<file path="config.mk">
export PLATFORM = sky130hd
export DESIGN_NAME = cfsp_sqrt_step
export DESIGN_NICKNAME = d
export VERILOG_FILES = /design/src/sv/cfsp_pkg.sv /design/src/sv/cfsp_sqrt_step.sv
export SDC_FILE = /design/constraint.sdc
export NUM_CORES = 1
export LEC_CHECK = 0
export BUFFER_PORTS_ARGS = -buffer_cell sky130_fd_sc_hd__buf_4
export CAP_MARGIN = 0
export CORE_ASPECT_RATIO = 1.2
export CORE_UTILIZATION = 43
export DETAILED_ROUTE_END_ITERATION = 8
export GPL_TIMING_DRIVEN = 0
export PLACE_DENSITY = 0.93
export SLEW_MARGIN = 10
export SYNTH_ARGS = -nofsm -noshare
export SYNTH_HDL_FRONTEND = slang
export SYNTH_SLANG_ARGS = --single-unit
</file>
<file path="constraint.sdc">
create_clock -name vclk -period 3.6
set_clock_uncertainty 0.1 [all_clocks]
set_input_delay 0.54 -clock vclk [all_inputs]
set_output_delay 0.54 -clock vclk [all_outputs]
set_load 0.02 [all_outputs]
</file>
<file path="src/sv/cfsp_pkg.sv">
package cfsp_pkg;

   localparam int COORD_WIDTH     = 24;
   localparam int OUT_WIDTH       = 32;
   localparam int FACE_WIDTH      = 3;
   localparam int CSR_INDEX_WIDTH = 1;

   localparam int FRAC_BITS = 16;
   localparam int ONE_Q16   = 65536;

   // magnitude of a Q2.16 value in [0, 1]
   localparam int MAG_W  = FRAC_BITS + 1;
   // signed Q2.16 value in [-1, 1]
   localparam int N_W    = FRAC_BITS + 2;
   localparam int REM_W  = COORD_WIDTH + 1;
   localparam int R_W    = COORD_WIDTH + 2;
   localparam int ROOT_W = MAG_W;
   localparam int SREM_W = ROOT_W + 3;
   localparam int RAD_W  = 2 * ROOT_W;

   // floor(v / 3) = (v * RECIP3) >> RECIP3_SHIFT, exact for v < 2^17
   localparam int RECIP3_W     = 16;
   localparam int RECIP3_SHIFT = 17;
   localparam logic [RECIP3_W-1:0] RECIP3 = RECIP3_W'(43691);
   localparam int D3_W = MAG_W + RECIP3_W - RECIP3_SHIFT;

   localparam logic [COORD_WIDTH-1:0] FACE_SIZE_RESET     = COORD_WIDTH'(65536);
   localparam logic [COORD_WIDTH-1:0] SPHERE_RADIUS_RESET = COORD_WIDTH'(65536);

   typedef enum logic [CSR_INDEX_WIDTH-1:0] {
      CSR_FACE_SIZE     = 1'b0,
      CSR_SPHERE_RADIUS = 1'b1
   } csr_index_type;

   typedef enum logic [FACE_WIDTH-1:0] {
      FACE_POS_X = 3'd0,
      FACE_NEG_X = 3'd1,
      FACE_POS_Y = 3'd2,
      FACE_NEG_Y = 3'd3,
      FACE_POS_Z = 3'd4,
      FACE_NEG_Z = 3'd5
   } face_type;

   typedef struct packed {
      logic [COORD_WIDTH-1:0]        coord_u;
      logic [COORD_WIDTH-1:0]        coord_v;
      logic signed [COORD_WIDTH-1:0] height;
      logic [FACE_WIDTH-1:0]         face;
   } req_type;

   typedef struct packed {
      logic signed [OUT_WIDTH-1:0] sphere_x;
      logic signed [OUT_WIDTH-1:0] sphere_y;
      logic signed [OUT_WIDTH-1:0] sphere_z;
   } rsp_type;

   typedef struct packed {
      logic                 neg;
      logic                 ge;
      logic                 zero;
      logic [REM_W-1:0]     rem;
      logic [FRAC_BITS-1:0] quo;
   } div_lane_type;

   typedef struct packed {
      logic [RAD_W-1:0]  rad;
      logic [SREM_W-1:0] rem;
      logic [ROOT_W-1:0] root;
   } sqrt_lane_type;

endpackage

</file>
<file path="src/sv/cfsp_sqrt_step.sv">
module cfsp_sqrt_step (
   input  cfsp_pkg::sqrt_lane_type src,
   output cfsp_pkg::sqrt_lane_type dst
);

   logic [cfsp_pkg::SREM_W-1:0] shifted;
   logic [cfsp_pkg::SREM_W-1:0] trial;
   logic                        fit;

   assign shifted = {src.rem[cfsp_pkg::SREM_W-3:0],
                     src.rad[cfsp_pkg::RAD_W-1:cfsp_pkg::RAD_W-2]};
   assign trial   = {{(cfsp_pkg::SREM_W-cfsp_pkg::ROOT_W-2){1'b0}}, src.root, 2'b01};
   assign fit     = shifted >= trial;

   always_comb begin
      dst.rad  = {src.rad[cfsp_pkg::RAD_W-3:0], 2'b00};
      dst.rem  = fit ? shifted - trial : shifted;
      dst.root = {src.root[cfsp_pkg::ROOT_W-2:0], fit};
   end

endmodule

</file>
Word-level counts from Yosys, hierarchy flattened:

Cells that the tools add are included.

* bits in registers: 0
* input bits: 71
* logic and storage cells: 3

* $add $sub $neg: 1
* order comparisons: 1
* multiplexer cells: 1

Operators by type and width (count)
* >= comparator 20 x 19 -> 1 bit: 1
* two-way mux 20 bit: 1
* subtractor 20 x 19 -> 20 bit: 1

Depth between registers and ports, before layout:

* depth in word-level cells: 2
* gate-level depth with buffers: 10
* mapped depth without buffers: 8

Worst setup path after synthesis:

No wires, ideal clock.

* path kind: input to output
* start point: input src[11] (netlist name)
* end point: output dst[18] (netlist name)
* data arrival time: 2.601 ns
* slack: 0.359 ns
* cell stages on the path: 9
* cell sequence: inv_1 ha_1 buf_2 nand2_2 or4_4 or2_4 o21ai_4 buf_6 mux2i_1

RTL lines
* from (decl): RTL line cfsp_sqrt_step.sv:2 `input cfsp_pkg::sqrt_lane_type src,`
* to (decl): RTL line cfsp_sqrt_step.sv:3 `output cfsp_pkg::sqrt_lane_type dst`

==> flow_metrics.py <==
metrics = {
    "power": {
        "p_leak_nw": 1.54,
        "vdd_drop_max_mv": 0.114,
        "p_per_area_nw_per_um2": 218,
    },
    "timing": {
        "fmax_ghz": 0.285,
        "maxSlewHeadroom_pct": 50.2,
        "rsz0062_at_grt": "true",
        "whs_ps": 1180,
        "tightest_slew_ps": 743,
        "finalMaxSlewViolations": 0,
        "fin_crit_sh_pct": 97.3,
        "final_hold_viol_count": 0,
        "setup_viol": 0,
        "min_period_ps": 3500,
    },
    "grt": {
        "grt_pass1_vias": 1797,
        "grt_first_pass_wirelength_mm": 7.06,
        "antenna_found_initial": 0,
        "grt_max_degree": 11,
        "gr-total-overflow": 0,
        "globalRouteTotalUtil_pct": 19.2,
    },
    "floorplanning": {
        "die_x_um": 62.0,
        "start_util_pct": 46.1,
        "core_area_um2": 4040,
        "ios": 142,
        "die_h_um": 74.0,
        "die-area_um2": 4590,
        "fp-row-count": 25,
    },
    "cells_and_area": {
        "antenna-diode-count": 0,
        "drive_gt1_share_pct": 55.7,
        "multi_input_area_um2": 1340,
        "nNetsFinal": 442,
        "seq_cell_count": 0,
        "area_delta_synth_final_pct": 47.3,
        "clkbuf_count": 0,
        "post-route-util_pct": 67.9,
        "fillers": 359,
        "seq_area_um2": 0,
    },
    "logic_synthesis": {
        "yosys_warnings": 0,
        "synth_cells": 243,
        "synth_top_area_share_pct": 21.4,
        "seq_area_frac_synth_pct": 0,
        "synth_top_area_cell": "buf_4",
        "synth_area_um2": 1860,
        "synth_area_per_cell_um2": 7.65,
        "yosys-top-cells-area": "buf_4 21%, mux2_4 13%, ha_1 13%",
        "synth_cell_types": 50,
    },
    "setup_path": {
        "critical-path-top-delay-family": "simple AND/OR/NAND/NOR gates",
        "cpPeakStageDelay_ps": 550,
        "critPathCaptureType": "output port",
        "arrival_ps": 2860,
        "path_cells": "buf_4, inv_1, ha_1, buf_2, nand2_2, or4_4, or2_4, o21ai_4, buf_6, mux2_4, buf_4",
        "critPathLaunchType": "input pin",
        "crit_path_frequent_cell": "buf_4",
        "worst-path-buf-inv": 5,
        "path_max_fanout": 10,
        "crit_path_top_delay_cell": "or4_4",
        "required_ps": 2960,
        "crit_type": "input pin to output port",
    },
    "routing": {
        "via_per_inst": 4.92,
        "drt_iter0_markers": 46,
        "wl_per_cell_um": 11.7,
        "drt_wl_total_mm": 4.73,
        "drtAntennaViolNets": 0,
        "dr.pass1.iters": 4,
        "drc": 0,
        "vias": 1989,
    },
    "status": {
        "outcome": "finished, final reports clean",
    },
    "clock_tree": {
        "cts_resized": 0,
        "postCtsSetupBuffers": 0,
        "cts.hold.buffers_added": 0,
    },
    "min_path": {
        "hp-class": "input pin to output port",
    },
    "placement": {
        "io_buffers": 106,
        "gp_congestion": 0.867,
        "place_hpwl_mm": 4.15,
    },
    "flow_run": {
        "max-cap-violations": 0,
    },
}
[power breakdown]
part / switching, W / leakage [nW] / total, W / internal [W]
clock: 0 / 0 / 0 / 0
combinational: 0.000291 / 1.54 / 0.000598 / 0.000306
sequential: 0 / 0 / 0 / 0
[cell usage after synthesis, types with 6 or more instances]
| cell type | number |
|---|---|
| buf_4 | 53 |
| inv_1 | 21 |
| ha_1 | 19 |
| mux2_4 | 16 |
| a21oi_1 | 15 |
| nor2_1 | 12 |
| nand2_1 | 9 |
| xnor2_1 | 8 |
| nand3_1 | 7 |
| a21o_1 | 6 |
| xor2_1 | 6 |
[kinds of logic (layout without fill, tap and decap cells)]
logic type	count (synthesis)	after routing	synth area share (%)
AOI/OAI and AO/OA	60	60	23.1
xor gates and xnor gates	14	14	6.60
adders and majority gates	19	19	12.8
buffers and inverters	81	187	28.5
muxes	20	20	15.1
other	1	2	0.202
and+or+nand+nor	48	48	13.7
[cell type report]
class	instances	share of cell area [%]
multi-input combinational	163	49.0
timing repair buffer	106	29.1
buffer	60	16.6
inverter	21	2.88
tap	54	2.47
[stage by stage]
| stage | power (W) | worst slack [ps] | instances | cell area, um^2 | TNS, ps |
|---|---|---|---|---|---|
| after floorplan | 0.000408 | 359 | 244 | 1860 | 0 |
| after detailed placement | 0.000596 | 86.3 | 404 | 2730 | 0 |
| final | 0.000598 | 96.5 | 404 | 2740 | 0 |
| after global routing | 0.000645 | -0.472 | 404 | 2740 | -0.472 |
| after CTS | 0.000598 | 90.7 | 404 | 2730 | 0 |
| after global placement | 0.000587 | 111 | 404 | 2730 | 0 |
[layer usage]
| layer | track usage, % | vias to the layer above | routed length (um) |
|---|---|---|---|
| met2 | 40.8 | 93 | 2680 |
| met1 | 20.1 | 880 | 1690 |
| met4 | 1.48 | 0 | 0 |
| met3 | 1.04 | 0 | 360 |
| met5 | 0 | - | 0 |
| li1 | - | 1016 | - |
[path summary, 6_finish.rpt]
check	startpoint	end	slack [ps]	depth (start not counted)
worst min-delay path	src[68]	dst[70]	1180	2
worst max-delay path	src[11]	dst[30]	100	11
[placed cells by master (no fill, tap or decap), types with 2 or more instances in the layout]
master and n:
buf_4 159, nor3_1 3, xor2_1 6, ha_1 18, o21ai_0 5, nand4_1 4
inv_1 21, nand2_1 9, o211ai_1 3, a21o_1 6, nand3_1 7, a31oi_1 2
nor2_1 11, conb_1 2, o21bai_1 3, a21oi_1 14, mux2_4 16, o21a_1 5
xnor2_1 8, buf_6 2, o311a_1 2, o221ai_1 2, a211oi_1 5, and3_1 2
buf_2 3, mux2i_1 3, o21ai_1 2
(Power assumes the default switching activity.)
