## config.mk

```make
export PLATFORM = sky130hd
export DESIGN_NAME = cfsp_div_step
export DESIGN_NICKNAME = d
export VERILOG_FILES = /design/src/sv/cfsp_pkg.sv /design/src/sv/cfsp_div_step.sv
export SDC_FILE = /design/constraint.sdc
export NUM_CORES = 1
export LEC_CHECK = 0
export BUFFER_PORTS_ARGS = -buffer_cell sky130_fd_sc_hd__clkbuf_2
export CORE_UTILIZATION = 52
export DETAILED_ROUTE_END_ITERATION = 12
export PLACE_DENSITY = 0.9
export SLEW_MARGIN = 20
export SYNTH_ARGS = -nofsm -noshare
export SYNTH_HDL_FRONTEND = slang
export SYNTH_SLANG_ARGS = --single-unit
export TNS_END_PERCENT = 50
```

## constraint.sdc

```tcl
create_clock -name vclk -period 5.94
set_clock_uncertainty 0.15 [all_clocks]
set_input_delay 1.485 -clock vclk [all_inputs]
set_output_delay 1.485 -clock vclk [all_outputs]
set_load 0.03 [all_outputs]
```

## src/sv/cfsp_pkg.sv

```systemverilog
package cfsp_pkg;

   localparam int COORD_WIDTH     = 24;
   localparam int OUT_WIDTH       = 32;
   localparam int FACE_WIDTH      = 3;
   localparam int CSR_INDEX_WIDTH = 1;

   localparam int FRAC_BITS = 16;
   localparam int ONE_Q16   = 65536;

   // magnitude of a Q2.16 value in [0, 1]
   localparam int MAG_W  = FRAC_BITS + 1;
   // signed Q2.16 value in [-1, 1]
   localparam int N_W    = FRAC_BITS + 2;
   localparam int REM_W  = COORD_WIDTH + 1;
   localparam int R_W    = COORD_WIDTH + 2;
   localparam int ROOT_W = MAG_W;
   localparam int SREM_W = ROOT_W + 3;
   localparam int RAD_W  = 2 * ROOT_W;

   // floor(v / 3) = (v * RECIP3) >> RECIP3_SHIFT, exact for v < 2^17
   localparam int RECIP3_W     = 16;
   localparam int RECIP3_SHIFT = 17;
   localparam logic [RECIP3_W-1:0] RECIP3 = RECIP3_W'(43691);
   localparam int D3_W = MAG_W + RECIP3_W - RECIP3_SHIFT;

   localparam logic [COORD_WIDTH-1:0] FACE_SIZE_RESET     = COORD_WIDTH'(65536);
   localparam logic [COORD_WIDTH-1:0] SPHERE_RADIUS_RESET = COORD_WIDTH'(65536);

   typedef enum logic [CSR_INDEX_WIDTH-1:0] {
      CSR_FACE_SIZE     = 1'b0,
      CSR_SPHERE_RADIUS = 1'b1
   } csr_index_type;

   typedef enum logic [FACE_WIDTH-1:0] {
      FACE_POS_X = 3'd0,
      FACE_NEG_X = 3'd1,
      FACE_POS_Y = 3'd2,
      FACE_NEG_Y = 3'd3,
      FACE_POS_Z = 3'd4,
      FACE_NEG_Z = 3'd5
   } face_type;

   typedef struct packed {
      logic [COORD_WIDTH-1:0]        coord_u;
      logic [COORD_WIDTH-1:0]        coord_v;
      logic signed [COORD_WIDTH-1:0] height;
      logic [FACE_WIDTH-1:0]         face;
   } req_type;

   typedef struct packed {
      logic signed [OUT_WIDTH-1:0] sphere_x;
      logic signed [OUT_WIDTH-1:0] sphere_y;
      logic signed [OUT_WIDTH-1:0] sphere_z;
   } rsp_type;

   typedef struct packed {
      logic                 neg;
      logic                 ge;
      logic                 zero;
      logic [REM_W-1:0]     rem;
      logic [FRAC_BITS-1:0] quo;
   } div_lane_type;

   typedef struct packed {
      logic [RAD_W-1:0]  rad;
      logic [SREM_W-1:0] rem;
      logic [ROOT_W-1:0] root;
   } sqrt_lane_type;

endpackage

```

## src/sv/cfsp_div_step.sv

```systemverilog
module cfsp_div_step (
   input  cfsp_pkg::div_lane_type               src,
   input  logic [cfsp_pkg::COORD_WIDTH-1:0]     divisor,
   output cfsp_pkg::div_lane_type               dst
);

   logic [cfsp_pkg::REM_W-1:0] shifted;
   logic [cfsp_pkg::REM_W-1:0] dvs;
   logic                       fit;

   assign shifted = {src.rem[cfsp_pkg::REM_W-2:0], 1'b0};
   assign dvs     = {1'b0, divisor};
   assign fit     = shifted >= dvs;

   always_comb begin
      dst     = src;
      dst.rem = fit ? shifted - dvs : shifted;
      dst.quo = {src.quo[cfsp_pkg::FRAC_BITS-2:0], fit};
   end

endmodule

```

# Yosys cells after proc, flatten, opt, wreduce, memory -nomap -nowiden
# Cells that the tools add are included.
dict set report word_totals {
  ff_bits 0
  inputBits 68
  out_inout_bits 44
  wordCells 3
}
dict set report classes {
  addsub 1
  magnitude_cmp 1
  mux 1
}
# cell count
set op_table {}
lappend op_table {{greater-or-equal comparator 25 x 24 -> 1 bit} 1}
lappend op_table {{2-to-1 mux 25 bit} 1}
lappend op_table {{subtractor 25 x 24 -> 25 bit} 1}

# Logic depth before layout (Yosys ltp)
# Gate-level depths: netlist (run 1).
dict set report depth {
  ltp_word 2
  depth_mapped 11
  ltp_nobuf 10
}

# Least setup slack after synthesis (run 1)
# No wires, ideal clock.
dict set report synth_timing {
  path_type {in2out}
  start {input port src[16] (netlist bit)}
  end {output port dst[38] (netlist bit)}
  arrival_time_ps 3710
  t_required_ps 4305
  path_slack_ps 595
  path_stages 9
  n_path_buf 0
  path_cell_list {inv_1 -> fa_1 -> nand2b_1 -> a21o_1 -> a311oi_1 -> nor2_1 -> o41ai_1 -> nor3_1 -> a311oi_2}
}
# item line_no
set synth_lines {}
lappend synth_lines {{from (decl)} cfsp_div_step.sv:2} ;# input cfsp_pkg::div_lane_type src,
lappend synth_lines {{to (decl)} cfsp_div_step.sv:4} ;# output cfsp_pkg::div_lane_type dst

==> metrics.yaml, run 1 <==
seqCellArea_um2: 0
cpMostUsedCell: "clkbuf_2"
num_rows: 23
worstSetupPathType: "primary input to output port"
wl_per_cell_um: 13.5
drv_cap: 0
hold_viol_final: 0
overflow: 0
setup.worst_path.start_class: "primary input"
synth_cell_types: 57
hold_buffers: 0
gp_congestion: 0.932
critPathBufInv: 3
cp_cell_sequence: "clkbuf_2 -> inv_1 -> fa_1 -> nand2b_1 -> a21o_1 -> a311oi_1 -> nor2_1 -> o41ai_1 -> nor3_1 -> a311oi_2 -> clkbuf_2"
crit_slowest_cell: "o41ai_1"
min_path_cells: 0
post-place-ws_ns: 0.303
dp_hpwl_um: 4480
setup_slack_ns: 0.231
worst_pin_slew_ns: 0.561
wl_um: 5280
critPathMaxFanout: 3
n_clock_buffer: 0
drt_iter0_drc: 97
path_depth: 11
grt_pass1_wl_um: 8510
critPathMaxStageDelay_ns: 0.49
ys_warn_count: 0
hold_class: "primary input to output port"
io_buffers: 74
sequential_cell_total: 0
final_util_pct: 59.4
fmax_ghz: 0.175
drive_gt1_share_pct: 31.7
via_per_inst: 5.72
yosysSeqAreaShare_pct: 0
initial_core_util_pct: 54.1
grt_use_total_pct: 23.7
setup_viol: 0
post_layout_nonfiller_instances: 391
drc: 0
crit_arrival_ns: 4.07
syn_nets: 391
run_status: "completed"
holdWs_ns: 2.82
rsz0062_at_grt: "no"
period_share_pct: 96.1
cp_data_required_time_ns: 4.30
areaGrowthSynthToFinish_pct: 9.77
place_area_um2: 2380
drv_slew: 0
nets: 436
fin_area_um2: 2380
end_kind: "output port"
core-area_um2: 4000
die_w_um: 66.5
ant_nets: 0
ctsResizeCount: 0
antenna_found_initial: 0
die-height_um: 66.5
dp.cells: 391
critical_path.top_delay_family: "compound AO/OA/AOI/OAI gates"
ir_drop_uv: 79.3
syn_avg_cell_area_um2: 7.26
firstDrtPassIters: 6
setup-tns-final_ns: 0
grt_max_degree: 27
synth_area_um2: 2160
route.vias.total: 2237
finalPower_mw: 0.365
period_minus_slack_ns: 5.71
die-area_um2: 4420
grt_pass1_vias: 2064
p_per_area_nw_per_um2: 153
fill_cells: 370
post_cts_buffers: 0
antennaDiodeCount: 0
relSlewSlack_pct: 62.1
synth_cells: 298
cellLeakagePower_nw: 1.27
ioPinCount: 112
-- synth_stat cells (all sizes together) (6+ instances only) --
library cell | number | area share, %
inv | 37 | 6.4
buf | 27 | 10
a21oi | 25 | 6.6
nand2 | 25 | 4.7
ha | 24 | 14
mux2 | 22 | 14
nor2 | 18 | 3.1
o21ai | 16 | 3.7
xnor2 | 9 | 3.6
xor2 | 8 | 3.2
a31oi | 7 | 2.7
nand3 | 7 | 1.8
nor3 | 7 | 1.6
a21o | 6 | 2.1
-- routing by layer --
metal | wire, µm | vias to the layer above | part of all wire [%] | global-route usage (%)
li1 | - | 1137 | - | -
met1 | 2330 | 1007 | 44 | 28.6
met2 | 2550 | 82 | 48 | 44.4
met3 | 325 | 11 | 6.2 | 1.71
met4 | 76 | 0 | 1.4 | 6.12
met5 | 0 | - | 0 | 0
-- final cells by class --
type                       count  area, µm²  area share (%)
tap                           50       62.6            2.63
timing repair buffer          75        390            16.4
multi-input combinational    229       1780            75.1
inverter                      37        139            5.85
-- where the power goes --
group	internal, mW	switching [mW]
combinational	0.147	0.217
clock	0	0
sequential	0	0
-- cells in the final DEF (no fill, tap or decap), types with 3 or more instances in the layout --
master / count
o21ai_1: 5
a31oi_1: 6
and2_1: 4
xor2_1: 8
mux2_4: 15
mux2_2: 7
or3_1: 3
a211oi_1: 4
nand3_1: 6
a21o_1: 6
o21ai_0: 11
nor4_1: 4
ha_1: 24
nand2_1: 24
clkbuf_2: 74
inv_1: 37
nand4_1: 4
nor3_1: 7
a21oi_1: 22
o211ai_1: 4
nor2_1: 18
xnor2_1: 9
nor2b_1: 3
-- cells by family after synthesis --
logic type      after synthesis  synth area share (%)
simple gates                 78                  17.3
xor+xnor                     17                  6.88
compound gates               86                  28.9
mux                          23                  14.5
fa+ha+maj                    25                  14.8
buf+inv                      69                  17.6
-- worst paths after layout --
kind | startpoint | end
max | src[16] | dst[38]
min | src[11] | dst[12]
No activity file was read; power rests on OpenSTA's default activity.
==> run 2, diff against run 1 <==
==> constraint.sdc (replaced) <==
create_clock -name vclk -period 6.6
set_clock_uncertainty 0.15 [all_clocks]
set_input_delay 1.65 -clock vclk [all_inputs]
set_output_delay 1.65 -clock vclk [all_outputs]
set_load 0.03 [all_outputs]
==> run 2 against run 1 <==
Effect of this change: setup slack better by 0.31 ns; flip-flop and latch count unchanged; cell area is 0.53% lower; non-clock buffer count is the same; core utilization fell by 0.31 points; via count shrank 0.45%; combinational power decreased by 11%; die area stayed put; first-iteration DRC count grew 48%; worst hold slack gained 0.33 ns; count of clock-buffer cells in the layout is the same; global-route usage down 0.79 points; critical path type unchanged.
==> metrics.yaml, run 2 (same netlist as run 1, synthesis figures left out) <==
end_kind: "output port"
min_path_cells: 0  # unchanged
period_share_pct: 91.7
hold_class: "primary input to output port"
nets: 436  # unchanged
hold_start: "src[11]"
antennaDiodeCount: 0  # unchanged
post_layout_nonfiller_instances: 391  # unchanged
dp_hpwl_um: 4350  # -2.8%
post_cts_buffers: 0  # unchanged
rsz0062_at_grt: "no"
firstDrtPassIters: 5  # -1
worstSetupPathType: "primary input to output port"
critPathMaxFanout: 3  # unchanged
ctsResizeCount: 0  # unchanged
io_buffers: 74  # unchanged
grt_use_total_pct: 22.9  # -0.79 points
period_minus_slack_ns: 6.06
n_clock_buffer: 0  # unchanged
gp_congestion: 0.929  # -0.25%
ir_drop_uv: 81.6  # +2.9%
die_w_um: 66.5  # unchanged
fmax_ghz: 0.165
hold_viol_final: 0  # unchanged
grt_pass1_wl_um: 8340  # -1.9%
critPathMaxStageDelay_ns: 0.53  # +0.04 ns
setup_viol: 0  # unchanged
overflow: 0  # unchanged
final_util_pct: 59.1  # -0.31 points
die-height_um: 66.5  # unchanged
ioPinCount: 112  # unchanged
drv_slew: 0  # unchanged
cp_cell_sequence: "clkbuf_2 -> inv_1 -> fa_1 -> nand2b_1 -> a21o_1 -> a311oi_1 -> nor2_1 -> o41ai_1 -> nor3_1 -> a311oi_2 -> clkbuf_2"
grt_max_degree: 27  # unchanged
p_per_area_nw_per_um2: 138  # -10%
cpMostUsedCell: "clkbuf_2"
initial_core_util_pct: 54.1  # unchanged
final_cell_mix: "clkbuf_2, inv_1, nand2_1, ha_1, a21oi_1"
crit_arrival_ns: 4.26  # +0.19 ns
crit_slowest_cell: "o41ai_1"
ant_nets: 0  # unchanged
grt_pass1_vias: 1978  # -4.2%
core-area_um2: 4000  # unchanged
hold_buffers: 0  # unchanged
via_per_inst: 5.70  # -0.45%
final_common_cell: "clkbuf_2"
wl_per_cell_um: 13.0  # -3.9%
cp_data_required_time_ns: 4.80  # +0.50 ns
wl_um: 5080  # -3.9%
num_rows: 23  # unchanged
cellLeakagePower_nw: 1.26  # -0.43%
run_status: "completed"
areaGrowthSynthToFinish_pct: 9.19
drc: 0  # unchanged
die-area_um2: 4420  # unchanged
dp.cells: 391  # unchanged
drv_cap: 0  # unchanged
drt_iter0_drc: 144  # +48%
holdPathEnd: "dst[12]"
relSlewSlack_pct: 58.4  # -3.7 points
route.vias.total: 2227  # -0.45%
setup.worst_path.start_class: "primary input"
drive_gt1_share_pct: 31.7  # unchanged
setup-tns-final_ns: 0  # unchanged
worst_pin_slew_ns: 0.616  # +0.0552 ns
sequential_cell_total: 0  # unchanged
seqCellArea_um2: 0  # unchanged
antenna_found_initial: 0  # unchanged
==> run 2: cell counts in the layout (fill, tap and decap cells not counted) <==
No cell type changed its count.
==> run 2: layout make-up <==
type	count	area, µm²
multi-input combinational	229	1780
fill	375	1640
timing repair buffer	75	378
inverter	37	139
tap	50	62.6
==> run 2: power breakdown <==
group / switching (mW) / internal [mW]
Sequential: 0 / 0
Combinational: 0.194 / 0.131
Clock: 0 / 0
==> run 2: worst max-delay path by stage <==
stage                     start       to  slack, ns  cells past startpoint
global route        divisor[12]  dst[21]       0.38                     11
global placement    divisor[12]  dst[21]       0.60                     11
detailed placement      src[16]  dst[38]       0.58                     11
CTS                     src[16]  dst[38]       0.56                     11
floorplan               src[16]  dst[38]       0.92                      9
finish                  src[16]  dst[38]       0.54                     11
==> run 2: worst max-delay path, delay by kind of cell <==
family	cells	cell delay, ns
and+or+nand+nor	3	0.40
AOI/OAI and AO/OA	4	1.35
buffers and inverters	3	0.39
adders and majority gates	1	0.45
==> run 2: per-stage QoR <==
step / total power, mW / hold slack, ns / instance area, µm² / worst slack (ns)
CTS: 0.325 / 3.15 / 2360 / 0.556
floorplan: 0.278 / 3.28 / 2160 / 0.925
finish: 0.325 / 3.15 / 2360 / 0.545
global route: 0.354 / 3.15 / 2360 / 0.381
detailed placement: 0.324 / 3.15 / 2360 / 0.583
global placement: 0.318 / 3.15 / 2360 / 0.598
==> run 2: metal layers <==
layer	GRT usage [%]	routed length, µm
met5	0	0
met1	31.0	2260
met4	3.19	36
met3	0.685	313
met2	40.7	2470
